--- src/sv/smsd_pkg.sv ---
// shared types, constants and helper functions for the sensor matrix scanner
package smsd_pkg;

    // matrix geometry
    localparam int MUX_COUNT     = 4;
    localparam int STEPS_PER_MUX = 16;
    localparam int STEP_W        = 4;
    localparam int MUX_W         = 2;
    localparam int CELL_COUNT    = 64;
    localparam int CELL_W        = 6;
    localparam int CELL_LAST     = 63;
    localparam int GROUP_W       = 8;
    localparam int GROUP_COUNT   = 8;

    // debounce settings
    localparam int          COUNT_W         = 8;
    localparam logic [7:0]  THRESHOLD_RESET = 8'd10;
    localparam logic [7:0]  COUNT_MAX       = 8'hFF;
    localparam logic [3:0]  LAST_STEP       = 4'(STEPS_PER_MUX - 1);
    localparam logic [63:0] BOARD_START     = 64'hFFFF_0000_0000_FFFF;

    typedef logic [MUX_COUNT-1:0]  sense_t;
    typedef logic [STEP_W-1:0]     step_t;
    typedef logic [CELL_COUNT-1:0] board_t;
    typedef logic [CELL_W-1:0]     cell_t;
    typedef logic [COUNT_W-1:0]    count_t;

    // scan stage to debounce stage
    typedef struct packed {
        board_t snapshot;
        logic   done;
        step_t  next_step;
    } scan_t;

    // one result item
    typedef struct packed {
        step_t  next_select;
        logic   scan_done;
        logic   change_accepted;
        cell_t  changed_square;
        logic   several_changed;
        board_t board_now;
    } result_t;

    // highest set bit: pick the top nonzero byte, then the top bit in it
    function automatic cell_t highest_set(input board_t v);
        logic [GROUP_COUNT-1:0] grp_any;
        logic [2:0]             grp;
        logic [GROUP_W-1:0]     grp_bits;
        logic [2:0]             pos;
        grp_any = '0;
        grp     = '0;
        pos     = '0;
        for (int g = 0; g < GROUP_COUNT; g++)
        begin
            grp_any[g] = |v[g*GROUP_W +: GROUP_W];
        end
        for (int g = 0; g < GROUP_COUNT; g++)
        begin
            if (grp_any[g])
            begin
                grp = 3'(g);
            end
        end
        grp_bits = v[{grp, 3'b000} +: GROUP_W];
        for (int i = 0; i < GROUP_W; i++)
        begin
            if (grp_bits[i])
            begin
                pos = 3'(i);
            end
        end
        return {grp, pos};
    endfunction

endpackage

--- src/sv/smsd_if.sv ---
// valid/ready channel interfaces for sense requests and scan results
interface smsd_in_if;
    logic              valid;
    logic              ready;
    smsd_pkg::sense_t  sense_bits;

    modport source (output valid, output sense_bits, input ready);
    modport sink   (input valid, input sense_bits, output ready);
endinterface

interface smsd_out_if;
    logic              valid;
    logic              ready;
    smsd_pkg::step_t   next_select;
    logic              scan_done;
    logic              change_accepted;
    smsd_pkg::cell_t   changed_square;
    logic              several_changed;
    smsd_pkg::board_t  board_now;

    modport source (output valid, output next_select, output scan_done,
                    output change_accepted, output changed_square,
                    output several_changed, output board_now, input ready);
    modport sink   (input valid, input next_select, input scan_done,
                    input change_accepted, input changed_square,
                    input several_changed, input board_now, output ready);
endinterface

--- src/sv/smsd_scan.sv ---
// select step counter and snapshot assembly for one full matrix scan
module smsd_scan (
    input  logic             clk,
    input  logic             rst_n,
    input  logic             fire,
    input  smsd_pkg::sense_t sense_bits,
    output smsd_pkg::scan_t  scan
);

    smsd_pkg::step_t  step_reg;
    smsd_pkg::step_t  step_next;
    smsd_pkg::board_t snap_reg;
    smsd_pkg::board_t snap_next;
    smsd_pkg::cell_t  cell_idx;
    logic             done;

    // place each sense bit at its cell, clear the rest at scan start
    always_comb
    begin
        snap_next = '0;
        cell_idx  = '0;
        for (int b = 0; b < smsd_pkg::CELL_COUNT; b++)
        begin
            cell_idx = smsd_pkg::CELL_W'(smsd_pkg::CELL_LAST - b);
            if (cell_idx[smsd_pkg::STEP_W-1:0] == step_reg)
            begin
                snap_next[b] = sense_bits[cell_idx[smsd_pkg::CELL_W-1:smsd_pkg::STEP_W]];
            end
            else if (step_reg == '0)
            begin
                snap_next[b] = 1'b0;
            end
            else
            begin
                snap_next[b] = snap_reg[b];
            end
        end
    end

    // step counter wraps after the last select code
    assign done      = (step_reg == smsd_pkg::LAST_STEP);
    assign step_next = done ? '0 : step_reg + 1'b1;

    always_ff @(posedge clk or negedge rst_n)
    begin
        if (!rst_n)
        begin
            step_reg <= '0;
        end
        else if (fire)
        begin
            step_reg <= step_next;
        end
    end

    // snapshot is payload, rebuilt from scratch at every scan start
    always_ff @(posedge clk)
    begin
        if (fire)
        begin
            snap_reg <= snap_next;
        end
    end

    assign scan.snapshot  = snap_next;
    assign scan.done      = done;
    assign scan.next_step = step_next;

    // a completed scan restarts the select sequence
    assert property (@(posedge clk) disable iff (!rst_n)
        fire && done |=> step_reg == '0)
        else $error("select step did not wrap after a full scan");

endmodule

--- src/sv/smsd_debounce.sv ---
// board compare, debounce counter and change commit
module smsd_debounce (
    input  logic              clk,
    input  logic              rst_n,
    input  logic              fire,
    input  smsd_pkg::count_t  threshold,
    input  smsd_pkg::scan_t   scan,
    output smsd_pkg::result_t result
);

    smsd_pkg::board_t board_reg;
    smsd_pkg::board_t board_next;
    smsd_pkg::count_t count_reg;
    smsd_pkg::count_t count_next;
    smsd_pkg::count_t count_up;
    smsd_pkg::cell_t  last_change_reg;
    smsd_pkg::cell_t  last_change_next;
    logic             last_several_reg;
    logic             last_several_next;
    smsd_pkg::board_t diff;
    logic             differs;
    logic             accepted;

    // difference against committed board
    assign diff     = board_reg ^ scan.snapshot;
    assign differs  = (diff != '0);
    assign count_up = (count_reg == smsd_pkg::COUNT_MAX) ? count_reg : count_reg + 1'b1;
    assign accepted = scan.done && differs && (count_up >= threshold);

    // counter and commit
    always_comb
    begin
        board_next        = board_reg;
        count_next        = count_reg;
        last_change_next  = last_change_reg;
        last_several_next = last_several_reg;
        if (scan.done)
        begin
            if (accepted)
            begin
                board_next        = scan.snapshot;
                count_next        = '0;
                last_change_next  = smsd_pkg::highest_set(diff);
                last_several_next = ((diff & (diff - 1'b1)) != '0);
            end
            else if (differs)
            begin
                count_next = count_up;
            end
            else if (count_reg != '0)
            begin
                count_next = count_reg - 1'b1;
            end
        end
    end

    always_ff @(posedge clk or negedge rst_n)
    begin
        if (!rst_n)
        begin
            board_reg        <= smsd_pkg::BOARD_START;
            count_reg        <= '0;
            last_change_reg  <= '0;
            last_several_reg <= 1'b0;
        end
        else if (fire)
        begin
            board_reg        <= board_next;
            count_reg        <= count_next;
            last_change_reg  <= last_change_next;
            last_several_reg <= last_several_next;
        end
    end

    // result fields after this step
    assign result.next_select     = scan.next_step;
    assign result.scan_done       = scan.done;
    assign result.change_accepted = accepted;
    assign result.changed_square  = last_change_next;
    assign result.several_changed = last_several_next;
    assign result.board_now       = board_next;

    // a commit only happens at the end of a scan
    assert property (@(posedge clk) disable iff (!rst_n)
        accepted |-> scan.done)
        else $error("board change committed mid scan");

    // a commit clears the debounce counter
    assert property (@(posedge clk) disable iff (!rst_n)
        fire && accepted |=> count_reg == '0)
        else $error("debounce counter not cleared after commit");

    // the board only moves on a commit
    assert property (@(posedge clk) disable iff (!rst_n)
        fire && !accepted |=> $stable(board_reg))
        else $error("board state changed without a commit");

endmodule

--- src/sv/sensor_matrix_scan_debounce.sv ---
// top level of the sensor matrix scanner with debounce
//
//  channel   dir  handshake          payload
//  sense     in   valid/ready        sense_bits[3:0]
//  result    out  valid/ready        next_select, scan_done, change_accepted,
//                                    changed_square, several_changed, board_now
//  cfg       in   cfg_wr_en          cfg_wr_data[7:0] = stable_threshold
//
//  one request per cycle while the result side does not stall; a result is valid
//  once its request has passed the input register, then the result register
//  the end-of-scan compare and highest-bit encode sit in the result stage
//  reset puts the board at its start position and the threshold at 10
//  a stalled result holds the result register; one more request can wait in
//  the input register, after that ready drops
module sensor_matrix_scan_debounce (
    input  logic                     clk,
    input  logic                     rst_n,
    smsd_in_if.sink                  sense,
    smsd_out_if.source               result,
    input  logic                     cfg_wr_en,
    input  logic [7:0]               cfg_wr_data
);

    logic               in_valid_reg;
    smsd_pkg::sense_t   sense_reg;
    logic               res_valid_reg;
    smsd_pkg::result_t  res_reg;
    smsd_pkg::count_t   threshold_reg;
    smsd_pkg::scan_t    scan;
    smsd_pkg::result_t  res_next;
    logic               advance;
    logic               fire;
    logic               take;

    // handshake control
    assign advance     = !res_valid_reg || result.ready;
    assign fire        = in_valid_reg && advance;
    assign sense.ready = !in_valid_reg || advance;
    assign take        = sense.valid && sense.ready;

    // threshold register
    always_ff @(posedge clk or negedge rst_n)
    begin
        if (!rst_n)
        begin
            threshold_reg <= smsd_pkg::THRESHOLD_RESET;
        end
        else if (cfg_wr_en)
        begin
            threshold_reg <= cfg_wr_data;
        end
    end

    // input register
    always_ff @(posedge clk or negedge rst_n)
    begin
        if (!rst_n)
        begin
            in_valid_reg <= 1'b0;
        end
        else if (take)
        begin
            in_valid_reg <= 1'b1;
        end
        else if (fire)
        begin
            in_valid_reg <= 1'b0;
        end
    end

    always_ff @(posedge clk)
    begin
        if (take)
        begin
            sense_reg <= sense.sense_bits;
        end
    end

    smsd_scan u_scan (
        .clk        (clk),
        .rst_n      (rst_n),
        .fire       (fire),
        .sense_bits (sense_reg),
        .scan       (scan)
    );

    smsd_debounce u_debounce (
        .clk        (clk),
        .rst_n      (rst_n),
        .fire       (fire),
        .threshold  (threshold_reg),
        .scan       (scan),
        .result     (res_next)
    );

    // result register
    always_ff @(posedge clk or negedge rst_n)
    begin
        if (!rst_n)
        begin
            res_valid_reg <= 1'b0;
        end
        else if (advance)
        begin
            res_valid_reg <= in_valid_reg;
        end
    end

    always_ff @(posedge clk)
    begin
        if (fire)
        begin
            res_reg <= res_next;
        end
    end

    assign result.valid           = res_valid_reg;
    assign result.next_select     = res_reg.next_select;
    assign result.scan_done       = res_reg.scan_done;
    assign result.change_accepted = res_reg.change_accepted;
    assign result.changed_square  = res_reg.changed_square;
    assign result.several_changed = res_reg.several_changed;
    assign result.board_now       = res_reg.board_now;

endmodule

--- src/flat_wrapper.sv ---
// flat-port wrapper written by rule: the top's interface ports become plain ports
module sensor_matrix_scan_debounce_flat 
  (clk, rst_n, cfg_wr_en, cfg_wr_data, sense_valid, sense_sense_bits, sense_ready, result_valid, result_next_select, result_scan_done, result_change_accepted, result_changed_square, result_several_changed, result_board_now, result_ready);
  smsd_in_if sense_i ();
  smsd_out_if result_i ();
  input  logic clk;
  input  logic rst_n;
  input  logic cfg_wr_en;
  input  logic [7:0] cfg_wr_data;
  input wire logic [$bits(sense_i.valid)-1:0] sense_valid;
  input wire logic [$bits(sense_i.sense_bits)-1:0] sense_sense_bits;
  output wire logic [$bits(sense_i.ready)-1:0] sense_ready;
  output wire logic [$bits(result_i.valid)-1:0] result_valid;
  output wire logic [$bits(result_i.next_select)-1:0] result_next_select;
  output wire logic [$bits(result_i.scan_done)-1:0] result_scan_done;
  output wire logic [$bits(result_i.change_accepted)-1:0] result_change_accepted;
  output wire logic [$bits(result_i.changed_square)-1:0] result_changed_square;
  output wire logic [$bits(result_i.several_changed)-1:0] result_several_changed;
  output wire logic [$bits(result_i.board_now)-1:0] result_board_now;
  input wire logic [$bits(result_i.ready)-1:0] result_ready;
  assign sense_i.valid = sense_valid;
  assign sense_i.sense_bits = sense_sense_bits;
  assign sense_ready = sense_i.ready;
  assign result_valid = result_i.valid;
  assign result_next_select = result_i.next_select;
  assign result_scan_done = result_i.scan_done;
  assign result_change_accepted = result_i.change_accepted;
  assign result_changed_square = result_i.changed_square;
  assign result_several_changed = result_i.several_changed;
  assign result_board_now = result_i.board_now;
  assign result_i.ready = result_ready;
  sensor_matrix_scan_debounce u_core (.clk(clk), .rst_n(rst_n), .sense(sense_i), .result(result_i), .cfg_wr_en(cfg_wr_en), .cfg_wr_data(cfg_wr_data));
endmodule
--- config.mk ---
export PLATFORM = sky130hd
export DESIGN_NAME = sensor_matrix_scan_debounce_flat
export DESIGN_NICKNAME = d
export VERILOG_FILES = /design/src/sv/smsd_pkg.sv /design/src/sv/smsd_if.sv /design/src/sv/smsd_scan.sv /design/src/sv/smsd_debounce.sv /design/src/sv/sensor_matrix_scan_debounce.sv /design/src/flat_wrapper.sv
export SDC_FILE = /design/constraint.sdc
export NUM_CORES = 1
export LEC_CHECK = 0
export BUFFER_PORTS_ARGS = -buffer_cell sky130_fd_sc_hd__buf_2
export CORE_MARGIN = 2
export CORE_UTILIZATION = 35
export CTS_CLUSTER_SIZE = 30
export DETAILED_ROUTE_END_ITERATION = 12
export PLACE_DENSITY = 0.61
export SETUP_SLACK_MARGIN = 0.15
export SYNTH_ARGS = -nofsm -noshare
export SYNTH_HDL_FRONTEND = slang
export SYNTH_HIERARCHICAL = 1
export SYNTH_SLANG_ARGS = --single-unit
--- constraint.sdc ---
create_clock -name clk -period 6.75 [get_ports clk]
set_input_delay 0.675 -clock clk [delete_from_list [all_inputs] [get_ports clk]]
set_output_delay 0.675 -clock clk [all_outputs]
set_load 0.01 [all_outputs]
# Word-level counts from Yosys, hierarchy flattened
# Cells that the tools add are included.
# word_totals
register_bits,238
wordCells,216
# classes
eq_ne,17
reduce_logical,22
addsub,4
muxes,153
magnitude_cmp,1
n_shift,1
bitwise,2
# ops
operator,count
1-bit two-way mux,130
64-bit two-way mux,2
64-bit nonzero test,2
64-bit bitwise AND,1
64-bit by 7-bit indexed part select with 8-bit output,1
64-bit by 1-bit subtractor with 64-bit output (second input constant),1
64-bit XOR,1
8-bit OR reduction,7
3-bit two-way mux,14
4-bit equality test (first input constant),8
8-bit two-way mux,4
3-bit by 4-bit equality test with 1-bit output (first input constant),4
6-bit two-way mux,2
8-bit by 1-bit adder with 8-bit output (second input constant),1
2-bit by 4-bit equality test with 1-bit output (first input constant),2
8-bit equality test (second input constant),1
8-bit greater-or-equal comparator,1
8-bit nonzero test,1
8-bit by 1-bit subtractor with 8-bit output (second input constant),1
4-bit by 1-bit adder with 4-bit output (second input constant),1
1-bit by 4-bit equality test with 1-bit output (first input constant),1
4-bit equality test (second input constant),1
1-bit logical AND,4
4-bit zero test,1
6 further kinds,8

# Logic depth before layout (Yosys ltp)
# depth
word_depth,24
mapped_depth,18

# By module
# The synthesis kept the hierarchy.
# by_module_without_submodules
mod,n_inst,cells_each,area_each_um2
smsd_debounce,1,804,6492.5
smsd_scan,1,305,3340.7
sensor_matrix_scan_debounce,1,106,2855.2

# Least setup slack after synthesis
# Ideal clock, no wire load.
# synth_timing
kind,input to register
from,in result_ready
to,reg u_core.u_debounce.count_reg[0]
arrival_ns,5.482
cell_stages,6
slack_ns,1.139
path_cell_list,nand2b_1 -> and2_1 -> nand3_1 -> buf_2 -> o21ai_0 -> o31ai_1
# synth_via
elab_chain_len,3
# synth_lines
item,line_no,rtl
"start, declared",flat_wrapper.sv:20,input wire logic [$bits(result_i.ready)-1:0] result_ready;
1-bit logical OR,sensor_matrix_scan_debounce.sv:36,assign advance = !res_valid_reg || result.ready;
1-bit logical AND,sensor_matrix_scan_debounce.sv:37,assign fire = in_valid_reg && advance;
net u_core.fire,sensor_matrix_scan_debounce.sv:32,logic fire;
3-bit AND reduction (no line),n/a,
"end signal, assigned",smsd_debounce.sv:69,count_reg <= count_next;
"end, declared",smsd_debounce.sv:13,smsd_pkg::count_t count_reg;
# The timed path passes the listed nets, and every way through them passes these cells.
# A chain may end at the register's enable or synchronous reset.

==> flow_summary_export.csv <==
group,metric,value,unit
yosys,ys_seq_area_frac,0.530,
final_layout,fin_util,0.407,
drt,route.detailed.drc,5,
drt,first_pass_iters,9,
final_layout,n_antenna_cell,0,
drt,final_antenna_net_count,0,
worst_setup_path,crit_arrival,6.21,ns
drt,via_count,9729,
flow_run,cap_violations,0,
yosys,synth_cell_type_count,83,
pwr,p_leak,0.00601,uW
floorplan,start_util,0.356,
drt,vias_per_cell,5.45,
final_layout,regArea,6720,um2
worst_setup_path,end_kind,"flip-flop",
global_route,grtUsageTotal,0.199,
timing,finClkSkew,0.0132,ns
clocking,cts_htree_levels,1,
yosys,synth_cells,1215,
floorplan,io_pins,96,
timing,setup_viol,0,
yosys,async_flop_share,0.391,
worst_setup_path,worst-setup-path-type,"reg -> reg",
yosys,yosys_warnings,6,
yosys,yosysTopAreaCellShare,0.343,
placement,io_buffers,95,
final_layout,multiInputGateArea,5570,um2
timing,min_period,5.79,ns
drt,routedWlPerCell,21.1,um
final_layout,fillCellCount,3497,
clocking,clock_path_buffers,3,
yosys,syn_area,12700,um2
timing,tightest_slew,0.960,ns
outcome,outcome,"finished, violations left",
yosys,synth_edf_count,145,
min_path,hp-class,"in -> async",
timing,maxSlewHeadroom,0.353,
clocking,post_cts_resized,0,
timing,hold_violations,0,
timing,tns,0,ns
floorplan,die_area,37800,um2
timing,fin_ws,0.956,ns
final_layout,layout-drive-gt1-share,0.224,
floorplan,row_count,69,
yosys,synth_nets,1247,
yosys,synth_common_cells,"306 x nand2_1, 145 x edfxtp_1, 72 x mux2_2",
clocking,root_buffer,"clkbuf_16",
worst_setup_path,startpoint_type,"flip-flop",
floorplan,dieWidth,194,um
clocking,clkLatencyLatePin,0.56,ns
worst_setup_path,path_max_fanout,66,
drt,drtIter0Drc,910,
outcome,violations,"design-rule violations",
yosys,synthFlopType,"edfxtp_1",
yosys,yosys-top-cells-area,"edfxtp_1 34%, dfrtp_1 12%, nand2_1 9.1%, dfstp_2 7.0%, mux2_2 6.4%",
clocking,path_clk_slew,0.06,ns
placement,gp_congestion,0.966,
global_route,grt_remaining_overflow,0,
placement,post-place-ws,1.03,ns
clocking,cts_buffers,27,
timing,rsz0062_at_grt,"no",
floorplan,dieHeight,194,um
global_route,first_global_vias,9500,
final_layout,final_nets,1336,
clocking,postCtsHoldBufs,0,
timing,period_share,0.858,
yosys,synth-seq-cells,238,
timing,max_freq,173,MHz
pwr,p_per_area,473,nW/um2
clocking,post_cts_buffers,0,
placement,place.detailed.hpwl,27.4,mm
worst_setup_path,required,7.16,ns
floorplan,core_area,35700,um2
drt,routed_wl,37.7,mm
clocking,cts_tree,"built",
final_layout,area_growth,14.4,%
timing,slew_viol_final,0,
pwr,ir_drop,0.000233,V
clocking,cts_sinks,238,
yosys,yosysMostFrequentCell,"nand2_1",
global_route,antenna_found_initial,0,
yosys,yosysTopAreaCell,"edfxtp_1",
global_route,grt_pass1_wl,58.2,mm
global_route,grt_max_degree,70,
yosys,avgSynthCellArea,10.4,um2
[worst max-delay path, cell delays in order, from the launching register on]
cell	delay, ns
dfrtp_1	0.42
inv_1	0.10
ha_1	0.35
o21bai_1	0.80
nand2_1	0.14
o211ai_1	0.20
xor2_1	0.25
or4_4	0.60
nor2_1	0.68
and3_1	0.40
nand2_1	0.29
nand2b_2	0.19
buf_4	0.63
a21oi_1	0.17
nor2b_1	0.23
a21oi_1	0.17
[metal layers]
metal  global-route usage  part of all wire  vias up
met1                0.279              0.45     4776
met2                0.320              0.46      326
met3               0.0309             0.061       57
met4               0.0590             0.025        0
li1                     -                 -     4570
met5                    0                 0        -
[layout by cell type (no fill, tap or decap), types with 8 or more instances in the layout]
cell | synthesis | routed
ha_1 | 15 | 15
a21oi_1 | 47 | 47
buf_4 | 13 | 28
edfxtp_1 | 145 | 145
xor2_1 | 45 | 45
mux2i_1 | 8 | 8
nor2_1 | 59 | 59
dfrtp_1 | 59 | 59
nor3_1 | 15 | 15
o211ai_1 | 33 | 33
xnor2_1 | 30 | 30
inv_1 | 20 | 20
nand2_1 | 306 | 306
nand2b_1 | 10 | 9
mux2_2 | 72 | 72
buf_2 | 13 | 94
nand3_1 | 21 | 21
dfstp_2 | 34 | 34
mux2_4 | 8 | 8
clkbuf_16 | 0 | 27
o2bb2ai_1 | 12 | 12
nand4_1 | 9 | 9
nor2b_1 | 10 | 10
o21ai_0 | 45 | 45
o22ai_1 | 16 | 16
[report_power, final]
group / internal [uW] / switching (uW) / total [uW] / leakage [uW]
Combinational: 1030 / 2010 / 3040 / 0.00306
Sequential: 2120 / 281 / 2400 / 0.00254
Clock: 796 / 631 / 1430 / 0.000411
[through the flow]
step	power, uW	std cells	hold slack, ns	area [um2]
after global routing	7300	1786	0.182	14500
final	6870	1786	0.167	14500
after global placement	5420	1736	0.473	13700
after floorplan	4330	1215	0.379	12700
after detailed placement	5430	1736	0.489	13700
after CTS	6890	1786	0.173	14500
[path summary, 6_finish.rpt]
kind	start	end	slack [ns]	depth (start not counted)
min in group clk	sense_sense_bits[2]	u_core/sense_reg[2]	0.29	1
min reg2reg	u_core/in_valid_reg	u_core/result.valid	0.50	1
max	u_core/u_scan/step_reg[0]	u_core/result.changed_square[1]	0.96	15
max reg2reg	u_core/u_scan/step_reg[0]	u_core/result.changed_square[1]	0.96	15
min	rst_n	u_core/u_debounce/board_reg[19]	0.17	1
max in group asynchronous	rst_n	u_core/u_debounce/count_reg[7]	5.47	2
[logic make-up after synthesis]
family,synth area share
compound gates,0.127
xor+xnor,0.0518
fa+ha+maj,0.0156
buf+inv,0.0312
flops,0.530
mux,0.0806
simple gates,0.164
[cell type report]
type | instances | share of cell area
Inverter | 21 | 0.00543
Timing Repair Buffer | 123 | 0.0483
Sequential cell | 238 | 0.463
Clock buffer | 32 | 0.0485
Tap cell | 461 | 0.0397
Multi-Input combinational cell | 893 | 0.384
Clock inverter | 18 | 0.0109
Note: power is estimated with default switching activity, not from simulation.
